`config.mk`:
```
export PLATFORM = sky130hd
export DESIGN_NAME = bfss_dp
export DESIGN_NICKNAME = d
export VERILOG_FILES = /design/src/rtl/bfss_pkg.sv /design/src/rtl/bfss_dp.sv
export SDC_FILE = /design/constraint.sdc
export NUM_CORES = 2
export LEC_CHECK = 0
export BUFFER_PORTS_ARGS = -buffer_cell sky130_fd_sc_hd__buf_2
export CORE_AREA = 3 3 677 814
export DETAILED_ROUTE_END_ITERATION = 8
export DIE_AREA = 0 0 680 817
export HOLD_SLACK_MARGIN = 0.1
export PLACE_DENSITY = 0.55
export SYNTH_ARGS = -nofsm -noshare
export SYNTH_HDL_FRONTEND = slang
export SYNTH_SLANG_ARGS = --single-unit
```
`constraint.sdc`:
```
create_clock -name clk -period 6.45 [get_ports clk]
set_input_delay 0.9675 -clock clk [delete_from_list [all_inputs] [get_ports clk]]
set_output_delay 0.9675 -clock clk [all_outputs]
set_load 0.01 [all_outputs]
```
`src/rtl/bfss_pkg.sv`:
```
// ============================================================================
// bfss_pkg
// Shared codes and controller/datapath interface types for the substring search.
// ============================================================================
`default_nettype none

package bfss_pkg;

    typedef logic [1:0] op_t;

    localparam op_t OP_PATTERN = 2'd0;
    localparam op_t OP_TEXT    = 2'd1;
    localparam op_t OP_SEARCH  = 2'd2;

    typedef struct packed {
        logic app_pat;   // append symbol to pattern store
        logic app_txt;   // append symbol to text store
        logic start;     // load start position, clear compare pipe
        logic run;       // advance the compare walk one step
        logic capture;   // latch the search result
        logic out_load;  // move latched result into output register
    } bfss_cmd_t;

    typedef struct packed {
        logic done;      // walk finished this cycle, result valid
    } bfss_stat_t;

endpackage

`default_nettype wire

```
`src/rtl/bfss_dp.sv`:
```
// ============================================================================
// bfss_dp
// Pattern/text stores, length counters, compare walk and result registers.
// ============================================================================
`default_nettype none

module bfss_dp
    import bfss_pkg::*;
#(
    parameter int MAX_LEN = 255
)
(
    input  wire logic       clk,
    input  wire logic       rst_n,
    input  wire bfss_cmd_t  cmd,
    input  wire logic [7:0] in_symbol,
    input  wire logic       in_restart,
    input  wire logic [7:0] in_start_pos,
    output bfss_stat_t      stat,
    output logic            out_found,
    output logic [7:0]      out_match_pos
);

    localparam int LW = $clog2(MAX_LEN + 1);
    localparam int AW = (MAX_LEN > 1) ? $clog2(MAX_LEN) : 1;
    localparam int PW = ((LW + 1) > 9) ? (LW + 1) : 9;

    logic [7:0] pat_mem [MAX_LEN];
    logic [7:0] txt_mem [MAX_LEN];

    logic [LW-1:0] plen_reg, plen_next;
    logic [LW-1:0] tlen_reg, tlen_next;
    logic [PW-1:0] pos_reg, pos_next;
    logic [LW-1:0] kis_reg, kis_next;
    logic [LW-1:0] cmp_k_reg, cmp_k_next;
    logic          cmp_valid_reg, cmp_valid_next;
    logic [7:0]    pat_q_reg, txt_q_reg;
    logic          hit_found_reg;
    logic [7:0]    hit_pos_reg;
    logic          out_found_reg;
    logic [7:0]    out_pos_reg;

    logic [LW-1:0] pat_base, txt_base;
    logic          pat_wr, txt_wr;
    logic          issue;
    logic [PW-1:0] txt_addr;
    logic          pos_over;
    logic          done_c;
    logic          found_c;

    // append addresses; restart empties the string first
    assign pat_base = in_restart ? '0 : plen_reg;
    assign txt_base = in_restart ? '0 : tlen_reg;
    assign pat_wr   = cmd.app_pat && (pat_base < LW'(MAX_LEN));
    assign txt_wr   = cmd.app_txt && (txt_base < LW'(MAX_LEN));

    assign txt_addr = pos_reg + PW'(kis_reg) - PW'(1);

    // alignment runs past the text: pos + plen - 1 > tlen
    assign pos_over = ((PW+1)'(pos_reg) + (PW+1)'(plen_reg)) > ((PW+1)'(tlen_reg) + (PW+1)'(1));

    always_comb
    begin
        pos_next       = pos_reg;
        kis_next       = kis_reg;
        cmp_k_next     = cmp_k_reg;
        cmp_valid_next = cmp_valid_reg;
        issue          = 1'b0;
        done_c         = 1'b0;
        found_c        = 1'b0;
        plen_next      = plen_reg;
        tlen_next      = tlen_reg;

        if (pat_wr)
        begin
            plen_next = pat_base + LW'(1);
        end
        if (txt_wr)
        begin
            tlen_next = txt_base + LW'(1);
        end

        if (cmd.start)
        begin
            pos_next       = (in_start_pos == 8'd0) ? PW'(1) : PW'(in_start_pos);
            kis_next       = '0;
            cmp_valid_next = 1'b0;
        end
        else if (cmd.run)
        begin
            if (plen_reg == '0)
            begin
                done_c  = 1'b1;
                found_c = 1'b1;
            end
            else if (cmp_valid_reg && (txt_q_reg != pat_q_reg))
            begin
                // mismatch: next alignment, drop the read in flight
                pos_next       = pos_reg + PW'(1);
                kis_next       = '0;
                cmp_valid_next = 1'b0;
            end
            else if (cmp_valid_reg && ((cmp_k_reg + LW'(1)) == plen_reg))
            begin
                done_c  = 1'b1;
                found_c = 1'b1;
            end
            else if (!cmp_valid_reg && (kis_reg == '0) && (pos_over || (pos_reg > PW'(255))))
            begin
                done_c = 1'b1;
            end
            else if (kis_reg < plen_reg)
            begin
                issue          = 1'b1;
                cmp_valid_next = 1'b1;
                cmp_k_next     = kis_reg;
                kis_next       = kis_reg + LW'(1);
            end
            else
            begin
                cmp_valid_next = 1'b0;
            end
        end
    end

    assign stat.done = done_c;

    always_ff @(posedge clk)
    begin
        if (pat_wr)
        begin
            pat_mem[pat_base[AW-1:0]] <= in_symbol;
        end
        if (issue)
        begin
            pat_q_reg <= pat_mem[kis_reg[AW-1:0]];
        end
    end

    always_ff @(posedge clk)
    begin
        if (txt_wr)
        begin
            txt_mem[txt_base[AW-1:0]] <= in_symbol;
        end
        if (issue)
        begin
            txt_q_reg <= txt_mem[txt_addr[AW-1:0]];
        end
    end

    always_ff @(posedge clk or negedge rst_n)
    begin
        if (!rst_n)
        begin
            plen_reg      <= '0;
            tlen_reg      <= '0;
            cmp_valid_reg <= 1'b0;
        end
        else
        begin
            plen_reg      <= plen_next;
            tlen_reg      <= tlen_next;
            cmp_valid_reg <= cmp_valid_next;
        end
    end

    always_ff @(posedge clk)
    begin
        pos_reg   <= pos_next;
        kis_reg   <= kis_next;
        cmp_k_reg <= cmp_k_next;
        if (cmd.capture)
        begin
            hit_found_reg <= found_c;
            hit_pos_reg   <= found_c ? pos_reg[7:0] : 8'd0;
        end
        if (cmd.out_load)
        begin
            out_found_reg <= hit_found_reg;
            out_pos_reg   <= hit_pos_reg;
        end
    end

    assign out_found     = out_found_reg;
    assign out_match_pos = out_pos_reg;

endmodule

`default_nettype wire

```
# ---- Word-level counts from Yosys, hierarchy flattened
# Memories as Yosys holds them, arrays and structs flattened. A register that Yosys moved wholly into a read port is not among the register bits.
# Index checks and enable logic that the tools add are counted.
dict set report op_classes {
  n_addsub 9
  n_lt_le_gt_ge 5
  n_eq_ne 7
  n_mux 39
  n_bitwise 5
  n_reduce_logical 18
}
# cell n
set ops {}
lappend ops {{$mux 8} 7}
lappend ops {{$mux 9} 4}
lappend ops {{$add 8x1->8 const B} 4}
lappend ops {{$mux 1} 28}
lappend ops {{$logic_not 8->1} 3}
lappend ops {{$lt 8x8->1 const B} 2}
lappend ops {{$add 9x8->10} 1}
lappend ops {{$gt 10x9->1} 1}
lappend ops {{$add 8x1->9 const B} 1}
lappend ops {{$add 9x1->9 const B} 1}
lappend ops {{$gt 9x8->1 const B} 1}
lappend ops {{$add 8x8->8} 1}
lappend ops {{$eq 8x8->1} 1}
lappend ops {{$lt 8x8->1} 1}
lappend ops {{$ne 8x8->1} 1}
lappend ops {{$sub 8x1->8 const B} 1}
lappend ops {{$reduce_and 7->1} 1}
lappend ops {{$logic_and 1x1->1} 6}
lappend ops {{$ne 2x2->1 const B} 3}
lappend ops {{$ne 3x3->1 const B} 2}
lappend ops {{$reduce_bool 2->1} 3}
lappend ops {{$not 1->1} 5}
lappend ops {{$reduce_and 5->1} 1}
lappend ops {{$reduce_and 4->1} 1}
lappend ops {{3 further kinds} 3}
dict set report totals {
  regBits 60
  ramBits 4080
  in_bits 25
  out_inout_bits 10
  memories 2
}
# name depth word_bits read_ports rd_clocked_by_memory_dff wr line
set memory_table {}
lappend memory_table {pat_mem 255 8 1 1 1 bfss_dp.sv:28} ;# logic [7:0] pat_mem [MAX_LEN];
lappend memory_table {txt_mem 255 8 1 1 1 bfss_dp.sv:29} ;# logic [7:0] txt_mem [MAX_LEN];

# ---- Depth between registers and ports, before layout
dict set report depth {
  word_depth 10
  ltp_mapped 23
  ltp_nobuf 17
}

# ---- Least setup slack after synthesis
# Ideal clock, no wire load.
dict set report synth_timing {
  path_kind {register to register}
  start {register kis_reg[1]}
  end {register txt_q_reg[6], read port of txt_mem (data pin)}
  setup_time_ns 0.272
  arrival_ns 4.553
  required_time_ns 6.178
  path_slack_ns 1.625
  stages_incl_launch_ff 18
  path_buffers 5
  period_less_slack_ns 4.825
  cell_sequence {dfxtp_1 -> buf_2 -> buf_2 -> buf_1 -> clkbuf_1 -> inv_1 -> ha_1 -> inv_1 -> ha_1 -> fa_1 -> a211oi_4 -> o21ai_2 -> nand2_2 -> buf_6 -> mux4_2 -> o2111ai_1 -> a21oi_1 -> or4_1}
}
dict set report synth_between {
  elab_chain_cells 9
  word_cells_on_any_way 13
}
# element line
set synth_lines {}
lappend synth_lines {{start: declaration} bfss_dp.sv:34} ;# logic [LW-1:0] kis_reg, kis_next;
lappend synth_lines {{start signal: assignment} bfss_dp.sv:171} ;# kis_reg <= kis_next;
lappend synth_lines {{branches (longest 9 deep; another with $lt 8x8->1)} n/a}
lappend synth_lines {{end: declaration} bfss_dp.sv:37} ;# logic [7:0] pat_q_reg, txt_q_reg;
# Parallel ways; which one is timed is not known.
# A chain may end at the register's enable or synchronous reset.

# ---- Worst setup path after layout
dict set report layout_timing {
  start {register pos_reg[1]}
  end {output port stat}
}
dict set report layout_between {
  elab_chain_cells 10
  word_cells_on_any_way 11
}
# element line
set layout_lines {}
lappend layout_lines {{start: declaration} bfss_dp.sv:33} ;# logic [PW-1:0] pos_reg, pos_next;
lappend layout_lines {{start signal: assignment} bfss_dp.sv:170} ;# pos_reg <= pos_next;
lappend layout_lines {{$add 9x8->10} bfss_dp.sv:60} ;# assign pos_over = ((PW+1)'(pos_reg) + (PW+1)'(plen_reg)) > ((PW+1)'(tlen_reg) + (PW+1)'(1));
lappend layout_lines {{$gt 10x9->1} bfss_dp.sv:60}
lappend layout_lines {{$logic_or 1x1->1 (*)} bfss_dp.sv:108} ;# else if (!cmp_valid_reg && (kis_reg == '0) && (pos_over || (pos_reg > PW'(255))))
lappend layout_lines {{$logic_and 1x1->1 (*)} bfss_dp.sv:108}
lappend layout_lines {{$mux 1 (*)} bfss_dp.sv:108}
lappend layout_lines {{$mux 1 (*)} bfss_dp.sv:103} ;# else if (cmp_valid_reg && ((cmp_k_reg + LW'(1)) == plen_reg))
lappend layout_lines {{$mux 1 (*)} bfss_dp.sv:96} ;# else if (cmp_valid_reg && (txt_q_reg != pat_q_reg))
lappend layout_lines {{$mux 1 (*)} bfss_dp.sv:91} ;# if (plen_reg == '0)
lappend layout_lines {{$mux 1 (*)} bfss_dp.sv:89} ;# else if (cmd.run)
lappend layout_lines {{$mux 1 (*)} bfss_dp.sv:83} ;# if (cmd.start)
lappend layout_lines {{end: declaration} bfss_dp.sv:19} ;# output bfss_stat_t stat,
# Mark *: on every way between the ends. The rest lies on a longest branch, timed or not.

==> results_dict.tcl <==
set metrics [dict create \
    syn_inst 7659 \
    startpoint_type "flip-flop" \
    routed_wl_mm 442.8 \
    avgViaCountPerCell 5.140 \
    fin_nets 7971 \
    synth_fp_nets 7737 \
    critPathSlowestCell "edfxtp_1" \
    yosys_warnings 0 \
    top_layer "met5" \
    slew_headroom 0.07027 \
    met1_length_mm 174.1 \
    layout-drive-gt1-share 0.2450 \
    cts_tree "built" \
    grt_start_max_net_pins 200 \
    final_hold_viol_count 0 \
    ys_ff_latch 4156 \
    num_rows 297 \
    postCtsSetupRepairBufs 0 \
    setup_violations 0 \
    io_pins 35 \
    setup_tns_ns 0 \
    synth_area_sq_mm 0.1629 \
    path_clk_slew_ns 0.06 \
    fin_crit_ns 6.256 \
    first_iter_violations 8578 \
    min_path_type "in -> reg" \
    grt_pass1_vias 81820 \
    dieArea_sq_mm 0.5556 \
    cp.arrival_ns 5.29 \
    path_class "reg -> out" \
    tightest_slew_ns 1.392 \
    synth_top_area_frac 0.7614 \
    grt_pass1_wl_mm 630.3 \
    coreArea_sq_mm 0.5440 \
    hpwl_mm 265.5 \
    dp_slack_ns 1.112 \
    antenna_found_initial 18 \
    met2_length_mm 221.7 \
    peakVddDrop_uv 438.2 \
    yosysTopAreaCell "edfxtp_1" \
    drc_errors 0 \
    die_w_microns 680 \
    cpMostUsedCell "nor2_1" \
    critical_path_buf_inv_count 2 \
    synthDistinctLibCells 77 \
    start_util 0.2995 \
    fmax_ghz 0.1598 \
    clkLatencyLatePin_ns 1.00 \
    crit_family "compound AO/OA/AOI/OAI gates" \
    h-tree-depth 5 \
    yosysSeqAreaShare 0.7650 \
    vias 79240 \
    die_y_microns 817 \
    leakagePower_nw 55.87 \
    portBuffers 34 \
    grtUsageTotal 0.1557 \
    place.gp.congestion 0.8321 \
    ant_nets 0 \
    clock_skew_ns 0.05924 \
    drt_first_pass_iters 5 \
    cpPeakStageDelay_ns 0.49 \
    worst_setup_path_end_kind "primary output" \
    pwr_density_cell_mw_per_mm2 372.7 \
    maxCapViolCount 0 \
    cts-root-buf "clkbuf_16" \
    globalRouteOverflowTotal 0 \
    syn-mean-instance-area_sq_um 21.27 \
    synth-edff-count 4131 \
    ys_top_cells_by_area "edfxtp_1 (76%), mux4_2 (16%), nor2_1 (1.4%), nand2_1 (0.81%), mux2i_1 (0.74%)" \
    cts_buffer_depth 4 \
    final.period_utilization 0.9699 \
    wl_per_cell_microns 28.72 \
    ys.flop_type "edfxtp_1" \
    path_max_fanout 6 \
    synthArstFlopShare 0.004090 \
    syn2layout_area_growth_pct 13.84 \
    dpl_cell_area_sq_mm 0.1723 \
    required_ns 5.48 \
    path_cells "ha_1, a21o_1, a21oi_1, nor2b_1, o31a_1, o21ai_0, nand2b_1, xor2_1, ha_1, o21ai_0, nand2b_1, a21oi_1, o32ai_1, a41oi_2, nor2_1, nor2_1, nor2_1, buf_4, buf_2" \
    cts_sinks 4156 \
    wl_met3_mm 30.49 \
    drv_slew 0 \
    final_area_sq_mm 0.1855 \
    final_util 0.3409 \
    cts_buffers 421 \
    layout_setup_ws_ns 0.1939 \
    run_status "completed" \
]
## per-layer routing
| metal | vias up | GRT usage |
|---|---|---|
| li1 | 32340 | - |
| met1 | 43040 | 0.2040 |
| met2 | 3157 | 0.2637 |
| met3 | 693 | 0.02521 |
| met4 | 8 | 0.05090 |
| met5 | - | 0 |
## through the flow
step / total power, mW / cells / hold slack, ns
after floorplan: 40.56 / 7659 / 0.4003
after global placement: 46.26 / 14650 / 0.4042
after detailed placement: 46.31 / 14650 / 0.4045
after CTS: 69.78 / 15410 / 0.2427
after global routing: 71.41 / 15410 / 0.2829
final: 69.12 / 15420 / 0.3257
## path summary, 6_finish.rpt
path | to | slack [ns] | cells after the start | from
max | stat | 0.19 | 19 | pos_reg[1]$_DFFE_PP_
min | out_match_pos[1]$_DFFE_PP_ | 0.33 | 1 | cmd[0]
max reg2reg | txt_q_reg[6]$_DFFE_PP_ | 1.13 | 13 | kis_reg[1]$_SDFFE_PP0P_
min reg2reg | out_found$_DFFE_PP_ | 0.42 | 0 | hit_found_reg$_DFFE_PP_
max in group asynchronous | plen_reg[1]$_DFFE_PN0P_ | 5.25 | 2 | rst_n
min in group asynchronous | tlen_reg[4]$_DFFE_PN0P_ | 0.79 | 2 | rst_n
## Yosys cell counts, types with 11 or more instances
master and count:
o21ai_0 77, xnor2_1 19, nor2_1 592, nand4_1 26, mux4_2 1131, nor4_1 13
ha_1 51, a211oi_1 11, edfxtp_1 4131, xor2_1 20, a21oi_1 84, o31ai_1 14
o22ai_1 31, nor3_1 52, nand2_1 352, a32oi_1 18, nand3_1 122, dfrtp_1 17
nand2b_1 11, buf_4 70, o2111ai_1 14, inv_1 51, a22oi_1 23, a31oi_1 27
buf_6 22, clkbuf_1 185, buf_1 40, nor2b_1 21, and2_1 15, buf_2 123
mux2i_1 120, a221oi_1 16
## timing repair
action                                  in CTS  in global routing
resized for setup                            0                  2
endpoints found under the setup margin       0                  1
endpoints found under the hold margin       17                  0
hold buffers                                 1                  0
## layout make-up
class	count	area (sq um)
multi-input combinational	3009	36050
tap	7176	8979
fill	50800	358600
sequential	4156	124700
clock inverter	258	2085
clock buffer	508	11050
antenna	4	10.01
inverter	54	211.5
timing repair buffer	251	2420
## power breakdown
| part | internal, mW | switching [mW] | leakage, nW |
|---|---|---|---|
| Clock | 13.3 | 10.3 | 6.42 |
| Sequential | 29.8 | 0.0939 | 37.5 |
| Combinational | 6.57 | 9.06 | 12.0 |
| Total | 49.7 | 19.4 | 55.9 |
## cells by family after synthesis
group,Yosys count,share of synthesized area
AO/OA/AOI/OAI,421,0.01754
buffers and inverters,494,0.01495
AND/OR/NAND/NOR,1235,0.03178
multiplexers,1260,0.1643
adder cells (fa/ha/maj),53,0.004163
flip-flops,4156,0.7650
XOR/XNOR,40,0.002197
## layout by cell type, fill, tap and decap left out, types with 23 or more instances in the layout
| cell type | n |
|---|---|
| nand4_1 | 26 |
| a31oi_1 | 27 |
| buf_4 | 173 |
| buf_2 | 26 |
| mux2i_1 | 120 |
| inv_1 | 49 |
| edfxtp_1 | 4131 |
| nand2_1 | 347 |
| mux4_2 | 1131 |
| a22oi_1 | 23 |
| bufinv_16 | 29 |
| nand3_1 | 106 |
| a21oi_1 | 84 |
| o21ai_0 | 77 |
| ha_1 | 49 |
| clkinv_2 | 77 |
| buf_12 | 43 |
| nor2_1 | 588 |
| clkbuf_16 | 430 |
| clkinv_1 | 120 |
| nor3_1 | 50 |
| clkbuf_1 | 78 |
| o22ai_1 | 31 |
(Power assumes the default switching activity.)
