## src/rtl/bfss_pkg.sv

```systemverilog
// ============================================================================
// bfss_pkg
// Shared codes and controller/datapath interface types for the substring search.
// ============================================================================
`default_nettype none

package bfss_pkg;

    typedef logic [1:0] op_t;

    localparam op_t OP_PATTERN = 2'd0;
    localparam op_t OP_TEXT    = 2'd1;
    localparam op_t OP_SEARCH  = 2'd2;

    typedef struct packed {
        logic app_pat;   // append symbol to pattern store
        logic app_txt;   // append symbol to text store
        logic start;     // load start position, clear compare pipe
        logic run;       // advance the compare walk one step
        logic capture;   // latch the search result
        logic out_load;  // move latched result into output register
    } bfss_cmd_t;

    typedef struct packed {
        logic done;      // walk finished this cycle, result valid
    } bfss_stat_t;

endpackage

`default_nettype wire

```

## src/rtl/bfss_ctrl.sv

```systemverilog
// ============================================================================
// bfss_ctrl
// Sequencer: input accept, search walk control, output register valid.
// ============================================================================
`default_nettype none

module bfss_ctrl
    import bfss_pkg::*;
(
    input  wire logic       clk,
    input  wire logic       rst_n,
    input  wire logic       in_valid,
    output logic            in_ready,
    input  wire op_t        in_op,
    output logic            out_valid,
    input  wire logic       out_ready,
    output bfss_cmd_t       cmd,
    input  wire bfss_stat_t stat
);

    typedef enum logic [2:0] {
        S_IDLE   = 3'b001,
        S_SEARCH = 3'b010,
        S_HOLD   = 3'b100
    } state_t;

    state_t state_reg, state_next;
    logic   out_valid_reg, out_valid_next;
    logic   accept;
    logic   slot_free;

    assign in_ready  = (state_reg == S_IDLE);
    assign accept    = in_valid && in_ready;
    assign slot_free = !out_valid_reg || out_ready;

    always_comb
    begin
        state_next     = state_reg;
        cmd            = '0;
        out_valid_next = out_valid_reg && !out_ready;

        unique case (state_reg)
            S_IDLE:
            begin
                if (accept)
                begin
                    unique case (in_op)
                        OP_PATTERN: cmd.app_pat = 1'b1;
                        OP_TEXT:    cmd.app_txt = 1'b1;
                        OP_SEARCH:
                        begin
                            cmd.start  = 1'b1;
                            state_next = S_SEARCH;
                        end
                        default: ;
                    endcase
                end
            end
            S_SEARCH:
            begin
                cmd.run = 1'b1;
                if (stat.done)
                begin
                    cmd.capture = 1'b1;
                    state_next  = S_HOLD;
                end
            end
            S_HOLD:
            begin
                if (slot_free)
                begin
                    cmd.out_load   = 1'b1;
                    out_valid_next = 1'b1;
                    state_next     = S_IDLE;
                end
            end
            default: state_next = S_IDLE;
        endcase
    end

    always_ff @(posedge clk or negedge rst_n)
    begin
        if (!rst_n)
        begin
            state_reg     <= S_IDLE;
            out_valid_reg <= 1'b0;
        end
        else
        begin
            state_reg     <= state_next;
            out_valid_reg <= out_valid_next;
        end
    end

    assign out_valid = out_valid_reg;

endmodule

`default_nettype wire

```

## config.mk

```make
export PLATFORM = sky130hd
export DESIGN_NAME = bfss_ctrl
export DESIGN_NICKNAME = d
export VERILOG_FILES = /design/src/rtl/bfss_pkg.sv /design/src/rtl/bfss_ctrl.sv
export SDC_FILE = /design/constraint.sdc
export NUM_CORES = 1
export LEC_CHECK = 0
export ABC_AREA = 1
export BUFFER_PORTS_ARGS = -buffer_cell sky130_fd_sc_hd__buf_4
export CORE_AREA = 5 5 42 44
export DETAILED_ROUTE_END_ITERATION = 12
export DIE_AREA = 0 0 47 49
export GPL_TIMING_DRIVEN = 0
export PLACE_DENSITY = 0.4
export SLEW_MARGIN = 20
export SYNTH_ARGS = -nofsm -noshare
export SYNTH_HDL_FRONTEND = slang
export SYNTH_SLANG_ARGS = --single-unit
```

## constraint.sdc

```tcl
create_clock -name clk -period 1.45 [get_ports clk]
set_input_delay 0.29 -clock clk [delete_from_list [all_inputs] [get_ports clk]]
set_output_delay 0.29 -clock clk [all_outputs]
set_load 0.005 [all_outputs]
```

=== Yosys cells after proc, flatten, opt, wreduce, memory -nomap -nowiden ===
Cells that the tools add are included.

* Memory bits (writable): 0
* Bits in latches: 0
* Input bits: 7
* Logic and storage cells: 34
* Register bits: 4
* Memories kept: 0
* Output and inout bits: 8
* Memory bits (read-only): 0

* Eq/ne operators: 9
* Multipliers: 0
* Divide/modulo/power cells: 0
* Shift operators: 0
* Mux-type cells: 16
* Magnitude comparators: 0
* Reduce and logical (&&, ||, !) cells: 7
* Bitwise operators: 0
* Add/sub/neg operators: 0

{| class="wikitable"
|+ Operator list
! cell !! count
|-
| $mux W3 || 6
|-
| $pmux W3 S3 || 1
|-
| $mux W1 || 8
|-
| $ne A2 B1 Y1 const B || 2
|-
| $ne A2 B2 Y1 const B || 2
|-
| $reduce_and A4 Y1 || 1
|-
| $eq A3 B1 Y1 const B || 1
|-
| $eq A3 B2 Y1 const B || 1
|-
| $eq A3 B3 Y1 const B || 1
|-
| $eq A2 B1 Y1 const B || 1
|-
| $eq A2 B2 Y1 const B || 1
|-
| $logic_and A1 B1 Y1 || 2
|-
| $logic_not A1 Y1 || 2
|-
| $logic_not A2 Y1 || 1
|-
| $mux W2 || 1
|-
| $logic_or A1 B1 Y1 || 1
|}

=== Longest topological paths before layout ===
Gate-level depths: netlist of the first run.

* Depth after elaboration: 4
* Mapped depth: 4
* Mapped depth without buffers: 4

=== Least setup slack after synthesis of the first run ===
No wires, ideal clock.

* Path type: flip-flop to output port
* From: register state_reg[0]
* To: output cmd[4] (netlist name)
* Data required time: 1160 ps
* Path buffers: 0
* Arrival: 954 ps
* Setup slack: 206 ps
* Stages on the path, launching flop included: 5
* Cells stage by stage: dfstp_2 -> inv_1 -> nor3_4 -> nand3b_1 -> nor2_1

{| class="wikitable"
|+ RTL lines
! element !! line !! text
|-
| from (decl) || bfss_ctrl.sv:27 || <nowiki>state_t state_reg, state_next;</nowiki>
|-
| from (signal assigned) || bfss_ctrl.sv:90 || <nowiki>state_reg <= state_next;</nowiki>
|-
| to (decl) || bfss_ctrl.sv:17 || <nowiki>output bfss_cmd_t cmd,</nowiki>
|}

==> results of run 1 <==
-- per-stage QoR --
stage	setup WS [ns]	TNS (ns)
floorplan	0.206	0
global placement	0.0647	0
detailed placement	0.0816	0
CTS	-0.171	-0.589
global route	-0.207	-1.05
finish	-0.147	-0.671
-- cells by family after synthesis --
group / count (synthesis) / synth area share [%]
AO/OA/AOI/OAI: 4 / 9.67
buffers and inverters: 7 / 11.3
flip-flops: 4 / 43.5
AND/OR/NAND/NOR: 15 / 35.5
-- where the power goes --
| group | internal [uW] | total (uW) | switching [uW] |
|---|---|---|---|
| registers | 139 | 157 | 18.6 |
| logic | 170 | 287 | 117 |
| clock network | 104 | 158 | 54.4 |
-- worst max-delay path: cells and delay by family, from the launching register on --
kind          cells  cell delay (ns)
flops             1             0.53
buf+inv           4             0.42
simple gates      2             0.12
-- cells in the final DEF (no fill, tap or decap) --
cell type	Yosys	routed
buf_6	0	3
nand2_1	4	4
dfrtp_2	0	2
inv_1	7	3
dfrtp_1	3	1
nand3b_1	1	1
o21ai_1	1	1
nor2_1	5	5
nor3_4	1	1
nand3_1	3	2
a21oi_2	0	1
buf_4	0	18
dfstp_2	1	1
nand3_4	0	2
clkbuf_1	0	1
inv_2	0	4
dlygate4sd3_1	0	1
clkbuf_4	0	3
o22ai_1	2	2
-- worst paths after layout --
| kind | from | end | slack (ns) | cells past startpoint |
|---|---|---|---|---|
| max in group asynchronous | rst_n | state_reg[0]$_DFFE_PN1P_ | 0.88 | 2 |
| min reg2reg | out_valid$_DFF_PN0_ | out_valid$_DFF_PN0_ | 0.59 | 2 |
| max reg2reg | state_reg[0]$_DFFE_PN1P_ | state_reg[0]$_DFFE_PN1P_ | 0.12 | 8 |
| min | stat | state_reg[1]$_DFFE_PN0P_ | 0.27 | 2 |
| min in group asynchronous | rst_n | state_reg[1]$_DFFE_PN0P_ | 0.37 | 2 |
| max | state_reg[0]$_DFFE_PN1P_ | cmd[1] | -0.15 | 6 |
-- layout make-up --
type | count | area (um2)
Clock buffer | 4 | 26.3
Fill cell | 162 | 917
Inverter | 7 | 26.3
Multi-Input combinational cell | 19 | 129
Sequential cell | 4 | 104
Tap cell | 16 | 20.0
Timing Repair Buffer | 22 | 179
-- routing by layer --
layer / vias up / routed length, um
li1: 148 / -
met1: 125 / 293
met2: 7 / 430
met3: 2 / 42
met4: 0 / 7
met5: - / 0
-- timing repair --
item | in CTS | in global routing
pin swaps | 3 | 3
resized for setup | 6 | 7
hold endpoints to repair | 3 | 0
setup endpoints to repair | 3 | 7
hold buffers | 1 | 0
setup buffers | 3 | 4
==> results.py, run 1 <==
metrics = {
    "run_status": {
        "outcome": "finished, violations left",
        "violations": "setup timing",
    },
    "drt": {
        "ant_nets": 0,
        "drc": 0,
        "wl_per_cell_um": 10.8,
        "drt-vias-per-instance": 3.92,
        "drtIter0Drc": 2,
        "vias": 282,
        "wl_um": 774,
        "first_pass_iters": 2,
    },
    "clocking": {
        "worst_skew_pair.late_latency_ns": 0.24,
        "clkSlewWorstSetupHoldPaths_ns": 0.05,
        "cts_buffer_depth": 2,
        "cts_tree": "yes",
        "cts_buffers": 3,
        "htree_num_levels": 1,
        "cts_sinks": 4,
        "clockRootBuffer": "clkbuf_4",
    },
    "global_routing": {
        "antenna_found_initial": 0,
        "grt_pass1_wl_mm": 1.12,
        "track_usage_pct": 7.16,
        "grt-busiest-layer": "met2",
        "grt_max_degree": 6,
        "gr-total-overflow": 0,
        "met3_usage_pct": 4.80,
        "groute.layer.met2.usage_pct": 10.6,
        "grt_pass1_vias": 279,
        "gr-usage-met1_pct": 7.17,
    },
    "timing": {
        "rsz0062_at_grt": "true",
        "slew_headroom_pct": 88.0,
        "min_period_ns": 1.60,
        "finalCritPeriodShare_pct": 110,
        "clock_skew_ns": 0.00752,
        "finalSetupViolCount": 6,
        "fmax_ghz": 0.626,
        "hold-worst-slack_ns": 0.271,
        "layout_setup_ws_ns": -0.147,
        "finalHoldViolCount": 0,
        "slew_viol_final": 0,
        "tightest_slew_ns": 0.180,
    },
    "synthesis": {
        "ys.warnings.count": 0,
        "synth-async-reset-ratio_pct": 100,
        "synthFlopType": "dfrtp_1",
        "yosys-top-cells-area": "dfrtp_1 32%, dfstp_2 11%, inv_1 11%",
        "synth_area_per_cell_um2": 7.76,
        "syn_area_um2": 233,
        "synth_enable_flop_cells": 0,
        "synthTopCellsByCount": "7 x inv_1, 5 x nor2_1, 4 x nand2_1, 3 x dfrtp_1, 3 x nand3_1",
        "synth_seq_area_share_pct": 43.5,
        "yosysMostFrequentCell": "inv_1",
        "synthesis.nets": 37,
        "ys_types": 12,
        "synth_cells": 30,
        "synth_seq_cells": 4,
        "yosysTopAreaCell": "dfrtp_1",
        "synth_top_area_share_pct": 32.3,
    },
    "final_layout": {
        "diodes": 0,
        "fin_area_um2": 484,
        "final_cells": 72,
        "drive_gt1_share_pct": 62.5,
        "nets": 64,
        "largest_reg_flops": 3,
        "area.growth.synth_to_final_pct": 108,
        "finish.utilization_pct": 34.6,
    },
    "job": {
        "maxCapViolCount": 0,
    },
    "setup_path": {
        "max_stage_delay_ns": 0.53,
        "path_max_fanout": 5,
        "path_cells": "inv_2 -> buf_4 -> buf_6 -> nand3_4 -> nor2_1 -> buf_4",
        "startpoint_type": "flop",
        "path_class": "reg2out",
        "crit_arrival_ns": 1.31,
        "cp_common_cell": "buf_4",
        "crit_required_ns": 1.16,
        "end_kind": "primary output",
        "crit_slowest_cell": "dfstp_2",
    },
    "placement": {
        "dp_cells": 60,
        "placed_area_um2": 358,
        "port_buffers": 14,
        "dp_hpwl_um": 496,
        "place_congestion": 0.683,
    },
    "power": {
        "ir_drop_mv": 0.412,
        "power_uw": 603,
        "power.leakage_uw": 0.000249,
        "power_per_cell_area_nw_per_um2": 1250,
    },
    "floorplanning": {
        "fp.dieW_um": 47,
        "core-area_um2": 1400,
        "rows": 14,
        "die_h_um": 49,
        "start_util_pct": 16.6,
        "die_area_um2": 2300,
        "num_io_pins": 15,
    },
    "hold_path": {
        "hp-class": "in2reg",
    },
}
Power figures use the tool's default switching activity.
==> run 2, diff against run 1 <==
--- a/config.mk
+++ b/config.mk
@@ -5,7 +5,6 @@
 export SDC_FILE = /design/constraint.sdc
 export NUM_CORES = 1
 export LEC_CHECK = 0
-export ABC_AREA = 1
 export BUFFER_PORTS_ARGS = -buffer_cell sky130_fd_sc_hd__buf_4
 export CORE_AREA = 5 5 42 44
 export DETAILED_ROUTE_END_ITERATION = 12
==> run 2 against run 1 <==
Effect of this change: the run still ends with setup timing left; final cell count shrank 13%; setup slack lost 0.044 ns; design area shrank 4.4%; utilization shrank 1.5 points; first-iteration DRC count grew 100%; sequential power shrank 24%; largest cell class unchanged.
==> results.py, run 2 <==
metrics = {
    "synthesis": {
        "yosysTopAreaCell": "dfrtp_1",
        "synthTopCellsByCount": "3 x a21oi_1, 3 x dfrtp_1, 2 x inv_1, 2 x nor2_1",
        "synth_seq_cells": 4,
        "synth_seq_area_share_pct": 42.2,
        "synthesis.nets": 30,
        "ys.warnings.count": 0,
        "synth_enable_flop_cells": 0,
        "syn_area_um2": 240,
        "ys_types": 17,
        "synth_cells": 23,
        "synth_top_area_share_pct": 31.3,
        "synth-async-reset-ratio_pct": 100,
        "synth_area_per_cell_um2": 10.4,
        "yosys-top-cells-area": "dfrtp_1 31%, dfstp_2 11%, nor3b_4 7.8%",
        "synthFlopType": "dfrtp_1",
    },
    "final_layout": {
        "final_cells": 63,
        "largest_reg_flops": 3,
        "final_cell_mix": "17 x buf_4, 3 x clkbuf_4",
        "drive_gt1_share_pct": 63.8,
        "fillers": 158,
        "fin_area_um2": 463,
        "diodes": 0,
        "final_common_cell": "buf_4",
        "area.growth.synth_to_final_pct": 92.7,
        "nets": 55,
    },
    "timing": {
        "fmax_ghz": 0.609,
        "finalHoldViolCount": 0,
        "slew_viol_final": 0,
        "layout_setup_ws_ns": -0.191,
        "finalCritPeriodShare_pct": 113,
        "tightest_slew_ns": 0.220,
        "finalSetupViolCount": 6,
        "min_period_ns": 1.64,
        "clock_skew_ns": 0.00946,
        "finalSetupTns_ns": -0.821,
        "rsz0062_at_grt": "true",
        "slew_headroom_pct": 85.4,
    },
    "clocking": {
        "clockRootBuffer": "clkbuf_4",
        "cts_tree": "yes",
        "clkSlewWorstSetupHoldPaths_ns": 0.04,
        "htree_num_levels": 1,
        "cts_buffers": 3,
        "cts_sinks": 4,
        "worst_skew_pair.late_latency_ns": 0.24,
        "cts_buffer_depth": 2,
    },
    "global_routing": {
        "gr-total-overflow": 0,
        "antenna_found_initial": 0,
        "grt_pass1_vias": 262,
        "grt_max_degree": 6,
        "track_usage_pct": 5.94,
        "grt_pass1_wl_mm": 1.01,
    },
    "floorplanning": {
        "fp.dieW_um": 47,
        "core-area_um2": 1400,
        "die_area_um2": 2300,
        "rows": 14,
        "die_h_um": 49,
        "num_io_pins": 15,
        "start_util_pct": 17.1,
    },
    "setup_path": {
        "startpoint_type": "flop",
        "end_kind": "primary output",
        "path_max_fanout": 4,
        "path_class": "reg2out",
        "crit_required_ns": 1.16,
        "r2r_setup_slack_ns": 0.07,
        "crit_arrival_ns": 1.35,
    },
    "placement": {
        "place_ws_ns": -0.0247,
        "placed_area_um2": 365,
        "dp_hpwl_um": 475,
        "port_buffers": 14,
        "place_congestion": 0.704,
        "dp_cells": 53,
    },
    "power": {
        "comb_power_share_pct": 19.6,
        "power_per_cell_area_nw_per_um2": 726,
        "power.leakage_uw": 0.000216,
        "ir_drop_mv": 0.263,
        "switchingPower_uw": 72.3,
        "power_uw": 336,
        "internal_power_uw": 264,
        "sequentialPowerShare_pct": 35.8,
        "clkPwrFrac_pct": 44.6,
        "switching_share_pct": 21.5,
    },
    "drt": {
        "drc": 0,
        "wl_per_cell_um": 10.7,
        "vias": 264,
        "wl_um": 673,
        "ant_nets": 0,
        "drt-vias-per-instance": 4.19,
        "drtIter0Drc": 4,
        "first_pass_iters": 4,
    },
    "run_status": {
        "violations": "setup timing",
        "outcome": "finished, violations left",
    },
    "job": {
        "maxCapViolCount": 0,
    },
    "hold_path": {
        "hp-class": "in2reg",
    },
}
run 2: cell types whose count changed after synthesis, sizes merged, moves of 2 or more:
| cell | delta |
|---|---|
| nand3 | -4 |
| inv | -5 |
| nor2 | -3 |
| nand2 | -4 |
| and4b | +2 |
| a21oi | +2 |
| o22ai | -2 |
run 2: critical path, stage by stage, from the launching register on:
cell and delay [ns]:
dfstp_2 0.53, nor3b_4 0.22, and4b_4 0.28, buf_6 0.10
run 2: power by group through the flow:
stage	combinational, uW	clock (uW)	sequential, uW
after global placement	45.7	0	122
final	65.9	150	120
after CTS	63.9	161	120
after detailed placement	46.6	0	122
after floorplan	17.8	0	121
after global routing	71.4	165	121
run 2: cells by family after synthesis:
logic type	share of synthesized area (%)
AOI/OAI and AO/OA	8.33
buffers and inverters	3.13
and+or+nand+nor	46.4
DFF	42.2
run 2: final timing paths:
| check | end | cells after the start | start |
|---|---|---|---|
| max in group asynchronous | state_reg[0]$_DFFE_PN1P_ | 2 | rst_n |
| min in group asynchronous | out_valid$_DFF_PN0_ | 2 | rst_n |
| min | out_valid$_DFF_PN0_ | 2 | out_ready |
| min reg2reg | state_reg[0]$_DFFE_PN1P_ | 2 | state_reg[0]$_DFFE_PN1P_ |
| max | cmd[3] | 3 | state_reg[0]$_DFFE_PN1P_ |
| max reg2reg | state_reg[1]$_DFFE_PN0P_ | 5 | state_reg[0]$_DFFE_PN1P_ |
run 2: metal layers:
metal	track usage [%]	share of wire, %
met5	0	0
met4	4.15	0
met3	1.11	8.0
met2	10.2	58
met1	6.00	34
run 2: metrics by stage:
| step | hold WS [ns] | util (%) |
|---|---|---|
| 6_report | 0.275 | 33.0 |
| 5_1_grt | 0.296 | 33.0 |
| 4_1_cts | 0.261 | 32.2 |
| 3_5_place_dp | 0.0863 | 26.1 |
| 3_3_place_gp | 0.0869 | 26.1 |
| 2_1_floorplan | -0.00559 | - |
run 2: what timing repair did:
item	CTS	global route
setup endpoints to repair	6	7
resized for setup	5	2
hold buffers	1	0
pin swaps	3	3
hold endpoints to repair	3	0
buffers inserted	4	2
run 2: cell type report:
| class | count | area (um2) | share of cell area, % |
|---|---|---|---|
| Clock buffer | 4 | 26.3 | 5.68 |
| Tap cell | 16 | 20.0 | 4.32 |
| Multi-Input combinational cell | 17 | 146 | 31.6 |
| Sequential cell | 4 | 103 | 22.2 |
| Timing Repair Buffer | 20 | 160 | 34.6 |
| Inverter | 2 | 7.51 | 1.62 |
